--- src/rtl/ctlt_pkg.sv ---
// ----------------------------------------------------------------------------
// ctlt_pkg: shared types and constants for the command line tokenizer
// Result kinds, quote states, character codes and the result record.
// ----------------------------------------------------------------------------
package ctlt_pkg;

   localparam int MAX_WORDS_DEF = 16;
   localparam int RSP_DEPTH     = 4;

   localparam logic [7:0] CHAR_GT     = 8'h3E;
   localparam logic [7:0] CHAR_PIPE   = 8'h7C;
   localparam logic [7:0] CHAR_BSLASH = 8'h5C;
   localparam logic [7:0] CHAR_DQUOTE = 8'h22;
   localparam logic [7:0] CHAR_SQUOTE = 8'h27;
   localparam logic [7:0] CHAR_SPACE  = 8'h20;
   localparam logic [7:0] CHAR_TAB    = 8'h09;
   localparam logic [7:0] CHAR_CR     = 8'h0D;

   typedef enum logic [2:0] {
      KIND_WORD_BYTE  = 3'd0,
      KIND_WORD_END   = 3'd1,
      KIND_PIPE_START = 3'd2,
      KIND_PIPE_BYTE  = 3'd3,
      KIND_LINE_END   = 3'd4
   } kind_type;

   typedef enum logic [1:0] {
      QUOTE_NONE   = 2'd0,
      QUOTE_SINGLE = 2'd1,
      QUOTE_DOUBLE = 2'd2
   } quote_type;

   typedef enum logic {
      ACTION_CHAR = 1'b0,
      ACTION_EOL  = 1'b1
   } action_type;

   typedef struct packed {
      kind_type   kind;
      logic [7:0] out_byte;
      logic [4:0] word_index;
      logic       has_pipeline;
      logic       last_result;
   } rsp_item_type;

endpackage

--- src/rtl/ctlt_rsp_queue.sv ---
// ----------------------------------------------------------------------------
// ctlt_rsp_queue: result queue
// Small register queue that takes up to two results per cycle and hands out
// one per cycle; ready toward the parser means room for two.
// ----------------------------------------------------------------------------
module ctlt_rsp_queue (
   input  logic                  clock,
   input  logic                  reset,
   input  logic [1:0]            push_n,
   input  ctlt_pkg::rsp_item_type push_item0,
   input  ctlt_pkg::rsp_item_type push_item1,
   output logic                  space_ok,
   output logic                  out_valid,
   input  logic                  out_ready,
   output ctlt_pkg::rsp_item_type out_item
);
   import ctlt_pkg::*;

   localparam int PTR_W = $clog2(RSP_DEPTH);
   localparam int CNT_W = $clog2(RSP_DEPTH + 1);

   rsp_item_type            slot_ff [RSP_DEPTH];
   logic [PTR_W-1:0]        wr_ptr_ff, wr_ptr_in;
   logic [PTR_W-1:0]        rd_ptr_ff, rd_ptr_in;
   logic [CNT_W-1:0]        count_ff, count_in;
   logic [PTR_W-1:0]        wr_ptr_nxt;
   logic                    pop;

   assign out_valid = (count_ff != '0);
   assign out_item  = slot_ff[rd_ptr_ff];
   assign space_ok  = (count_ff <= CNT_W'(RSP_DEPTH - 2));
   assign pop       = out_valid && out_ready;
   assign wr_ptr_nxt = PTR_W'(wr_ptr_ff + 1'b1);

   always_comb begin
      wr_ptr_in = PTR_W'(wr_ptr_ff + PTR_W'(push_n));
      rd_ptr_in = pop ? PTR_W'(rd_ptr_ff + 1'b1) : rd_ptr_ff;
      count_in  = CNT_W'(count_ff + CNT_W'(push_n) - CNT_W'(pop));
   end

   always_ff @(posedge clock) begin
      if (reset) begin
         wr_ptr_ff <= '0;
         rd_ptr_ff <= '0;
         count_ff  <= '0;
      end else begin
         wr_ptr_ff <= wr_ptr_in;
         rd_ptr_ff <= rd_ptr_in;
         count_ff  <= count_in;
      end
   end

   always_ff @(posedge clock) begin
      if (push_n != 2'd0) begin
         slot_ff[wr_ptr_ff] <= push_item0;
      end
      if (push_n == 2'd2) begin
         slot_ff[wr_ptr_nxt] <= push_item1;
      end
   end

   a_count_bound: assert property (@(posedge clock) disable iff (reset)
      count_ff <= CNT_W'(RSP_DEPTH))
      else $error("result queue count beyond depth");

   a_no_overflow: assert property (@(posedge clock) disable iff (reset)
      (push_n != 2'd0) |-> (count_ff <= CNT_W'(RSP_DEPTH - 2)))
      else $error("result queue written without room");

   a_ptr_track: assert property (@(posedge clock) disable iff (reset)
      (count_ff == '0) |-> (wr_ptr_ff == rd_ptr_ff))
      else $error("result queue pointers disagree with empty count");

endmodule

--- src/rtl/command_line_tokenizer_unit.sv ---
// ----------------------------------------------------------------------------
// command_line_tokenizer_unit: shell style word splitter
// Splits a command line into words, honoring quotes, escapes and the start
// of pipeline text, one byte per transaction.
//
// Usage:
//   req channel takes one byte (tdata) or an end of line marker (tuser = 1).
//   rsp channel gives results: word bytes, word ends, pipeline bytes and a
//   line end record with the word count and pipeline flag; tlast marks the
//   last result of an input transaction.
//   A byte produces zero or one result, an end of line one or two.
//   A result is registered in the result queue before it appears on rsp.
//   One input is taken per cycle while the receiver keeps up; each end of
//   line that closes a word yields two results. The four entry result
//   queue sets this: req_tready is high while it has room for two results.
//   When the receiver stalls, results wait in the queue and req_tready
//   drops once fewer than two slots are free; nothing is lost.
//   Reset clears the parse state (no quote, between words, word count zero)
//   and empties the result queue.
// ----------------------------------------------------------------------------
module command_line_tokenizer_unit #(
   parameter int MAX_WORDS = ctlt_pkg::MAX_WORDS_DEF
) (
   input  logic        clock,
   input  logic        reset,
   input  logic        req_tvalid,
   output logic        req_tready,
   input  logic [7:0]  req_tdata,   // [7:0] char_byte
   input  logic        req_tuser,   // [0] action
   output logic        rsp_tvalid,
   input  logic        rsp_tready,
   output logic [15:0] rsp_tdata,   // [7:0] out_byte, [12:8] word_index,
                                    // [13] has_pipeline, [15:14] zero
   output logic [2:0]  rsp_tuser,   // [2:0] kind
   output logic        rsp_tlast    // last_result
);
   import ctlt_pkg::*;

   localparam int CNT_W = $clog2(MAX_WORDS + 2);

   quote_type        quote_ff, quote_in;
   logic             escape_ff, escape_in;
   logic             between_ff, between_in;
   logic             pipe_ff, pipe_in;
   logic             nonempty_ff, nonempty_in;
   logic [CNT_W-1:0] count_ff, count_in;

   logic             accept;
   logic             is_ws;
   logic             is_quote;
   quote_type        char_quote;
   logic [1:0]       push_n;
   rsp_item_type     item0, item1, out_item;
   logic             space_ok;
   logic [CNT_W-1:0] count_plus;

   assign accept     = req_tvalid && req_tready;
   assign req_tready = space_ok;
   assign count_plus = CNT_W'(count_ff + 1'b1);

   always_comb begin
      is_ws      = (req_tdata == CHAR_SPACE) ||
                   ((req_tdata >= CHAR_TAB) && (req_tdata <= CHAR_CR));
      is_quote   = (req_tdata == CHAR_DQUOTE) || (req_tdata == CHAR_SQUOTE);
      char_quote = (req_tdata == CHAR_SQUOTE) ? QUOTE_SINGLE : QUOTE_DOUBLE;
   end

   always_comb begin
      quote_in    = quote_ff;
      escape_in   = escape_ff;
      between_in  = between_ff;
      pipe_in     = pipe_ff;
      nonempty_in = nonempty_ff;
      count_in    = count_ff;
      push_n      = 2'd0;
      item0       = '{kind: KIND_WORD_BYTE, out_byte: req_tdata,
                      word_index: 5'(count_ff), has_pipeline: 1'b0,
                      last_result: 1'b1};
      item1       = '{kind: KIND_LINE_END, out_byte: 8'd0,
                      word_index: 5'(count_ff), has_pipeline: pipe_ff,
                      last_result: 1'b1};

      if (accept) begin
         if (req_tuser == ACTION_EOL) begin
            // close a pending word, then report totals and clear state
            if (nonempty_ff && !pipe_ff) begin
               item0 = '{kind: KIND_WORD_END, out_byte: 8'd0,
                         word_index: 5'(count_ff), has_pipeline: 1'b0,
                         last_result: 1'b0};
               item1.word_index = 5'(count_plus);
               push_n = 2'd2;
            end else begin
               item0  = item1;
               push_n = 2'd1;
            end
            quote_in    = QUOTE_NONE;
            escape_in   = 1'b0;
            between_in  = 1'b1;
            pipe_in     = 1'b0;
            nonempty_in = 1'b0;
            count_in    = '0;
         end else if (count_ff < CNT_W'(MAX_WORDS)) begin
            if (pipe_ff) begin
               item0.kind  = KIND_PIPE_BYTE;
               push_n      = 2'd1;
            end else if (escape_ff) begin
               escape_in   = 1'b0;
               push_n      = 2'd1;
            end else if (is_ws && quote_ff == QUOTE_NONE) begin
               if (!between_ff) begin
                  item0.kind     = KIND_WORD_END;
                  item0.out_byte = 8'd0;
                  push_n         = 2'd1;
                  count_in       = count_plus;
                  nonempty_in    = 1'b0;
                  between_in     = 1'b1;
               end
            end else if (is_quote &&
                         (quote_ff == QUOTE_NONE || quote_ff == char_quote)) begin
               // toggle quoting, drop the quote byte
               quote_in   = (quote_ff == QUOTE_NONE) ? char_quote : QUOTE_NONE;
               between_in = 1'b0;
            end else if (req_tdata == CHAR_BSLASH) begin
               escape_in  = 1'b1;
               between_in = 1'b0;
            end else begin
               if (((req_tdata == CHAR_GT) || (req_tdata == CHAR_PIPE)) &&
                   quote_ff == QUOTE_NONE) begin
                  pipe_in    = 1'b1;
                  item0.kind = KIND_PIPE_START;
               end
               push_n = 2'd1;
            end
            if (push_n != 2'd0 && item0.kind != KIND_WORD_END) begin
               nonempty_in = 1'b1;
               between_in  = 1'b0;
            end
         end
      end
   end

   always_ff @(posedge clock) begin
      if (reset) begin
         quote_ff    <= QUOTE_NONE;
         escape_ff   <= 1'b0;
         between_ff  <= 1'b1;
         pipe_ff     <= 1'b0;
         nonempty_ff <= 1'b0;
         count_ff    <= '0;
      end else begin
         quote_ff    <= quote_in;
         escape_ff   <= escape_in;
         between_ff  <= between_in;
         pipe_ff     <= pipe_in;
         nonempty_ff <= nonempty_in;
         count_ff    <= count_in;
      end
   end

   ctlt_rsp_queue u_rsp_queue (
      .clock      (clock),
      .reset      (reset),
      .push_n     (push_n),
      .push_item0 (item0),
      .push_item1 (item1),
      .space_ok   (space_ok),
      .out_valid  (rsp_tvalid),
      .out_ready  (rsp_tready),
      .out_item   (out_item)
   );

   assign rsp_tdata = {2'b00, out_item.has_pipeline, out_item.word_index,
                       out_item.out_byte};
   assign rsp_tuser = out_item.kind;
   assign rsp_tlast = out_item.last_result;

   a_count_limit: assert property (@(posedge clock) disable iff (reset)
      count_ff <= CNT_W'(MAX_WORDS))
      else $error("word count beyond limit");

   a_pipe_no_escape: assert property (@(posedge clock) disable iff (reset)
      pipe_ff |-> !escape_ff)
      else $error("escape pending in pipeline mode");

   a_eol_clears: assert property (@(posedge clock) disable iff (reset)
      (accept && req_tuser == ACTION_EOL) |=>
         (count_ff == '0 && quote_ff == QUOTE_NONE && between_ff && !pipe_ff))
      else $error("end of line did not clear parse state");

   a_full_no_open_word: assert property (@(posedge clock) disable iff (reset)
      (count_ff == CNT_W'(MAX_WORDS)) |-> !nonempty_ff)
      else $error("open word at word limit");

endmodule
--- config.mk ---
export PLATFORM = sky130hd
export DESIGN_NAME = command_line_tokenizer_unit
export DESIGN_NICKNAME = d
export VERILOG_FILES = /design/src/rtl/ctlt_pkg.sv /design/src/rtl/ctlt_rsp_queue.sv /design/src/rtl/command_line_tokenizer_unit.sv
export SDC_FILE = /design/constraint.sdc
export NUM_CORES = 1
export LEC_CHECK = 0
export ABC_AREA = 1
export BUFFER_PORTS_ARGS = -buffer_cell sky130_fd_sc_hd__buf_4
export CELL_PAD_IN_SITES_DETAIL_PLACEMENT = 1
export CELL_PAD_IN_SITES_GLOBAL_PLACEMENT = 1
export CORE_ASPECT_RATIO = 0.7
export CORE_UTILIZATION = 30
export CTS_BUF_LIST = sky130_fd_sc_hd__clkbuf_4
export DETAILED_ROUTE_END_ITERATION = 10
export PLACE_DENSITY_LB_ADDON = 0.2
export SLEW_MARGIN = 10
export SYNTH_ARGS = -nofsm -noshare
export SYNTH_HDL_FRONTEND = slang
export SYNTH_SLANG_ARGS = --single-unit
--- constraint.sdc ---
create_clock -name clock -period 4.1 [get_ports clock]
set_input_delay 0.205 -clock clock [delete_from_list [all_inputs] [get_ports clock]]
set_output_delay 0.205 -clock clock [all_outputs]
set_load 0.005 [all_outputs]
==> reports/results.md <==
• **clock network fraction of total power** 17.7%
• **achievable frequency** 349 MHz
• **endpoints failing hold** 0
• **Core Area** 15600 um^2
• **Post-synth EDFFs** 24
• **area used by multi-input combinational logic** 2210 um^2
• **part of the Yosys area used for sequential elements** 43.2%
• **most used standard cell by instance count after synthesis** nand2_1
• **internal power consumption** 1.93 mW
• **run status** completed
• **total leakage power** 2.60 nW
• **via-per-instance ratio** 4.93
• **cell family with the largest share of critical-path delay** buffers and inverters
• **ranking of synthesized cells by area** dfxtp_1 (28%), edfxtp_1 (15%), nand2_1 (11%)
• **number of instances resized during post-cts repair** 0
• **crit path cell chain** buf_4, inv_1, buf_4, o21ai_0, a21oi_1, a21oi_1, buf_4
• **cell at the slowest stage of the critical path** inv_1
• **number of buffers added to fix hold violations after cts** 3
• **data required time at the worst endpoint** 3890 ps
• **remaining max-slew budget at the tightest pin** 32.7%
• **count of max-cap constraint violations** 0
• **CTS max path bufs** 2
• **share of flip-flops with an asynchronous set or reset** 0%
• **largest vdd supply drop** 0.000157 V
• **net switching power figure** 1.29 mW
• **worst setup slack after placement** 1300 ps
• **post-layout utilization of the core** 34.2%
• **post-route cell area** 5340 um^2
• **Avg Cell Area, Syn** 7.24 um^2
• **most instantiated cells after synthesis** nand2_1 (139), nor2_1 (87), inv_1 (84)
• **post-route setup TNS** 0 ps
• **combinational group share of total power** 39.9%
• **die width** 153 um
• **wire length per cell** 17.1 um
• **final-stage net count** 699
• **global-route wire length before repair** 24500 um
• **half-perimeter wire length after placement** 11000 um
• **number of rows created at floorplan** 38
• **First DRT Iteration DRCs** 206
• **clock sink count** 92
• **CTS tree** done
• **Syn-to-layout area delta** 10.8%
• **setup violators final** 0
• **endpoint type of the worst setup path** primary output
• **first drt pass iteration count** 4
• **Yosys top cell by area** dfxtp_1
• **placed standard-cell area** 5150 um^2
• **max incr delay on CP** 730 ps
• **number of levels in the clock H-tree** 3
• **most prevalent standard cell on the critical path** buf_4
• **crit path DAT** 2660 ps
• **clock-pin slew on the worst setup and hold paths** 150 ps
• **transition time at the pin with the least slew margin** 1010 ps
• **unrepaired setup endpoints after global routing** no
• **class of the most critical setup path** reg -> out
• **maximum number of pins on one net before global-route repair** 31
• **number of distinct library cell variants in the gate-level netlist after synthesis** 37
• **number of synthesized register bits** 92
• **portion of total power attributed to sequential cells** 42.4%
• **count of buffers added by post-CTS timing repair for setup** 0
• **Hold/Removal Path Class** in -> reg
• **layout filler cell count** 1989
• **total length of routed wires** 15100 um
• **final clock period utilization by the worst path** 69.9%
• **area enclosed by the die boundary** 16600 um^2
• **DRC** 0
• **clock insertion delay at the later pin of the skew report** 500 ps
• **number of buffers added on ports** 32
• **die extent in y** 108 um
• **top-area cell type share of the netlist area** 28.3%
• **instance count of the mapped netlist** 665
• **PwrDens** 603 nW/um^2
• **FF-to-FF setup slack** 1350 ps
• **antenna-violating nets left** 0
• **minimum period implied by the final worst setup slack** 2870 ps
• **initial core utilization** 30.9%
• **least setup slack across all paths after layout** 1230 ps
• **clock skew after layout** 22.3 ps
• **initial antenna violation count** 1
• **share of layout cells above drive strength 1** 12.4%
• **category of the worst setup path launch point** flip-flop
• **overall via count from detail_route** 4370
• **vias in the first global route** 4467
• **number of primary I/O pins** 35
• **Slew Viols, Final** 0
• **prevailing post-synth register cell** dfxtp_1
• **sequential cell area** 2080 um^2
• **synthesized cell area** 4820 um^2
• **count of yosys warnings during synthesis** 0
• **leftover overflow at the end of global routing** 0
• **gp weighted congestion** 0.797
• **Total Routing Usage GR** 19.5%
• **crit path max fanout** 30
• **switching power as a share of total power** 40.1%
• **count of buffering cells on the critical path with inverters included** 4
• **number of CTS-inserted buffers** 9
• **root buf cell** clkbuf_4
-- final cells by class --
class                      count  area share [%]
antenna                        1          0.0469
clock buffer                   9            1.27
clock inverter                 7            1.64
inverter                      92            6.47
multi-input combinational    448            41.5
sequential                    92            39.0
tap                          200            4.69
timing repair buffer          37            5.35
-- per-layer routing --
metal  vias to the layer above  track usage, %  wire [um]
met4                         0            4.86        150
met2                        71            29.7       6470
met5                         -               0          0
li1                       2194               -          -
met3                        12            4.05        640
met1                      2093            27.9       7860
-- power groups by stage --
stage               registers (mW)  logic (mW)  clock network (mW)
detailed placement            1.39        1.29                   0
finish                        1.36        1.28               0.569
floorplan                     1.33       0.848                   0
global route                  1.40        1.47               0.616
global placement              1.38        1.26                   0
CTS                           1.36        1.30               0.587
-- cell families after synthesis --
logic type	after synthesis	share of synthesized area [%]
AND/OR/NAND/NOR	301	27.6
AO/OA/AOI/OAI	135	15.8
buffers and inverters	126	10.9
flip-flops	92	43.2
adder cells (fa/ha/maj)	6	1.71
XOR/XNOR	4	0.727
other	1	0.0779
-- placed cells by master (no fill, tap or decap), drive strengths merged --
cell,Yosys,routed
buf,17,34
conb,1,2
ha,5,5
nor3,1,1
nor2,91,91
bufinv,0,1
dlygate4sd3,0,3
edfxtp,24,24
a211oi,1,1
nand3,38,38
a31o,1,1
fa,1,1
diode,0,1
o211ai,1,1
dfxtp,68,68
o22ai,19,19
and2,1,1
a21oi,58,58
or2,3,3
or4,1,1
xor2,4,4
nand2,145,145
clkinv,0,1
nand4,21,21
inv,92,97
o21ai,53,53
clkbuf,17,9
o311ai,1,1
a311oi,1,1
-- registers in the layout, summed over array words and instances, names as in the netlist, named ones only --
signal,flops
u_rsp_queue.slot_ff,72
quote_ff,2
pipe_ff,1
u_rsp_queue.count_ff,3
count_ff,5
between_ff,1
u_rsp_queue.wr_ptr_ff,2
nonempty_ff,1
escape_ff,1
u_rsp_queue.rd_ptr_ff,2
-- per-stage QoR --
stage | hold slack (ps) | total power [mW] | instances
floorplan | 346 | 2.18 | 666
global placement | 440 | 2.63 | 866
detailed placement | 444 | 2.68 | 866
CTS | 5.38 | 3.25 | 885
global route | 31.8 | 3.49 | 886
finish | 44.5 | 3.22 | 886
-- final timing paths --
path | start | to | cells past startpoint
hold reg to reg | nonempty_ff$_SDFFE_PP0P_ | nonempty_ff$_SDFFE_PP0P_ | 2
hold / removal | req_tuser | escape_ff$_SDFFE_PP0P_ | 3
setup reg to reg | u_rsp_queue.count_ff[1]$_SDFF_PP0_ | u_rsp_queue.slot_ff[0][2]$_DFFE_PP_ | 5
setup / recovery | flip-flop | rsp_tdata[5] | 7
-- worst reg2reg max path, delay by kind of cell (launching register included) --
family | cells | cell delay [ps]
flops | 1 | 360
compound gates | 2 | 830
simple gates | 3 | 1280
No activity file was read; power rests on OpenSTA's default activity.
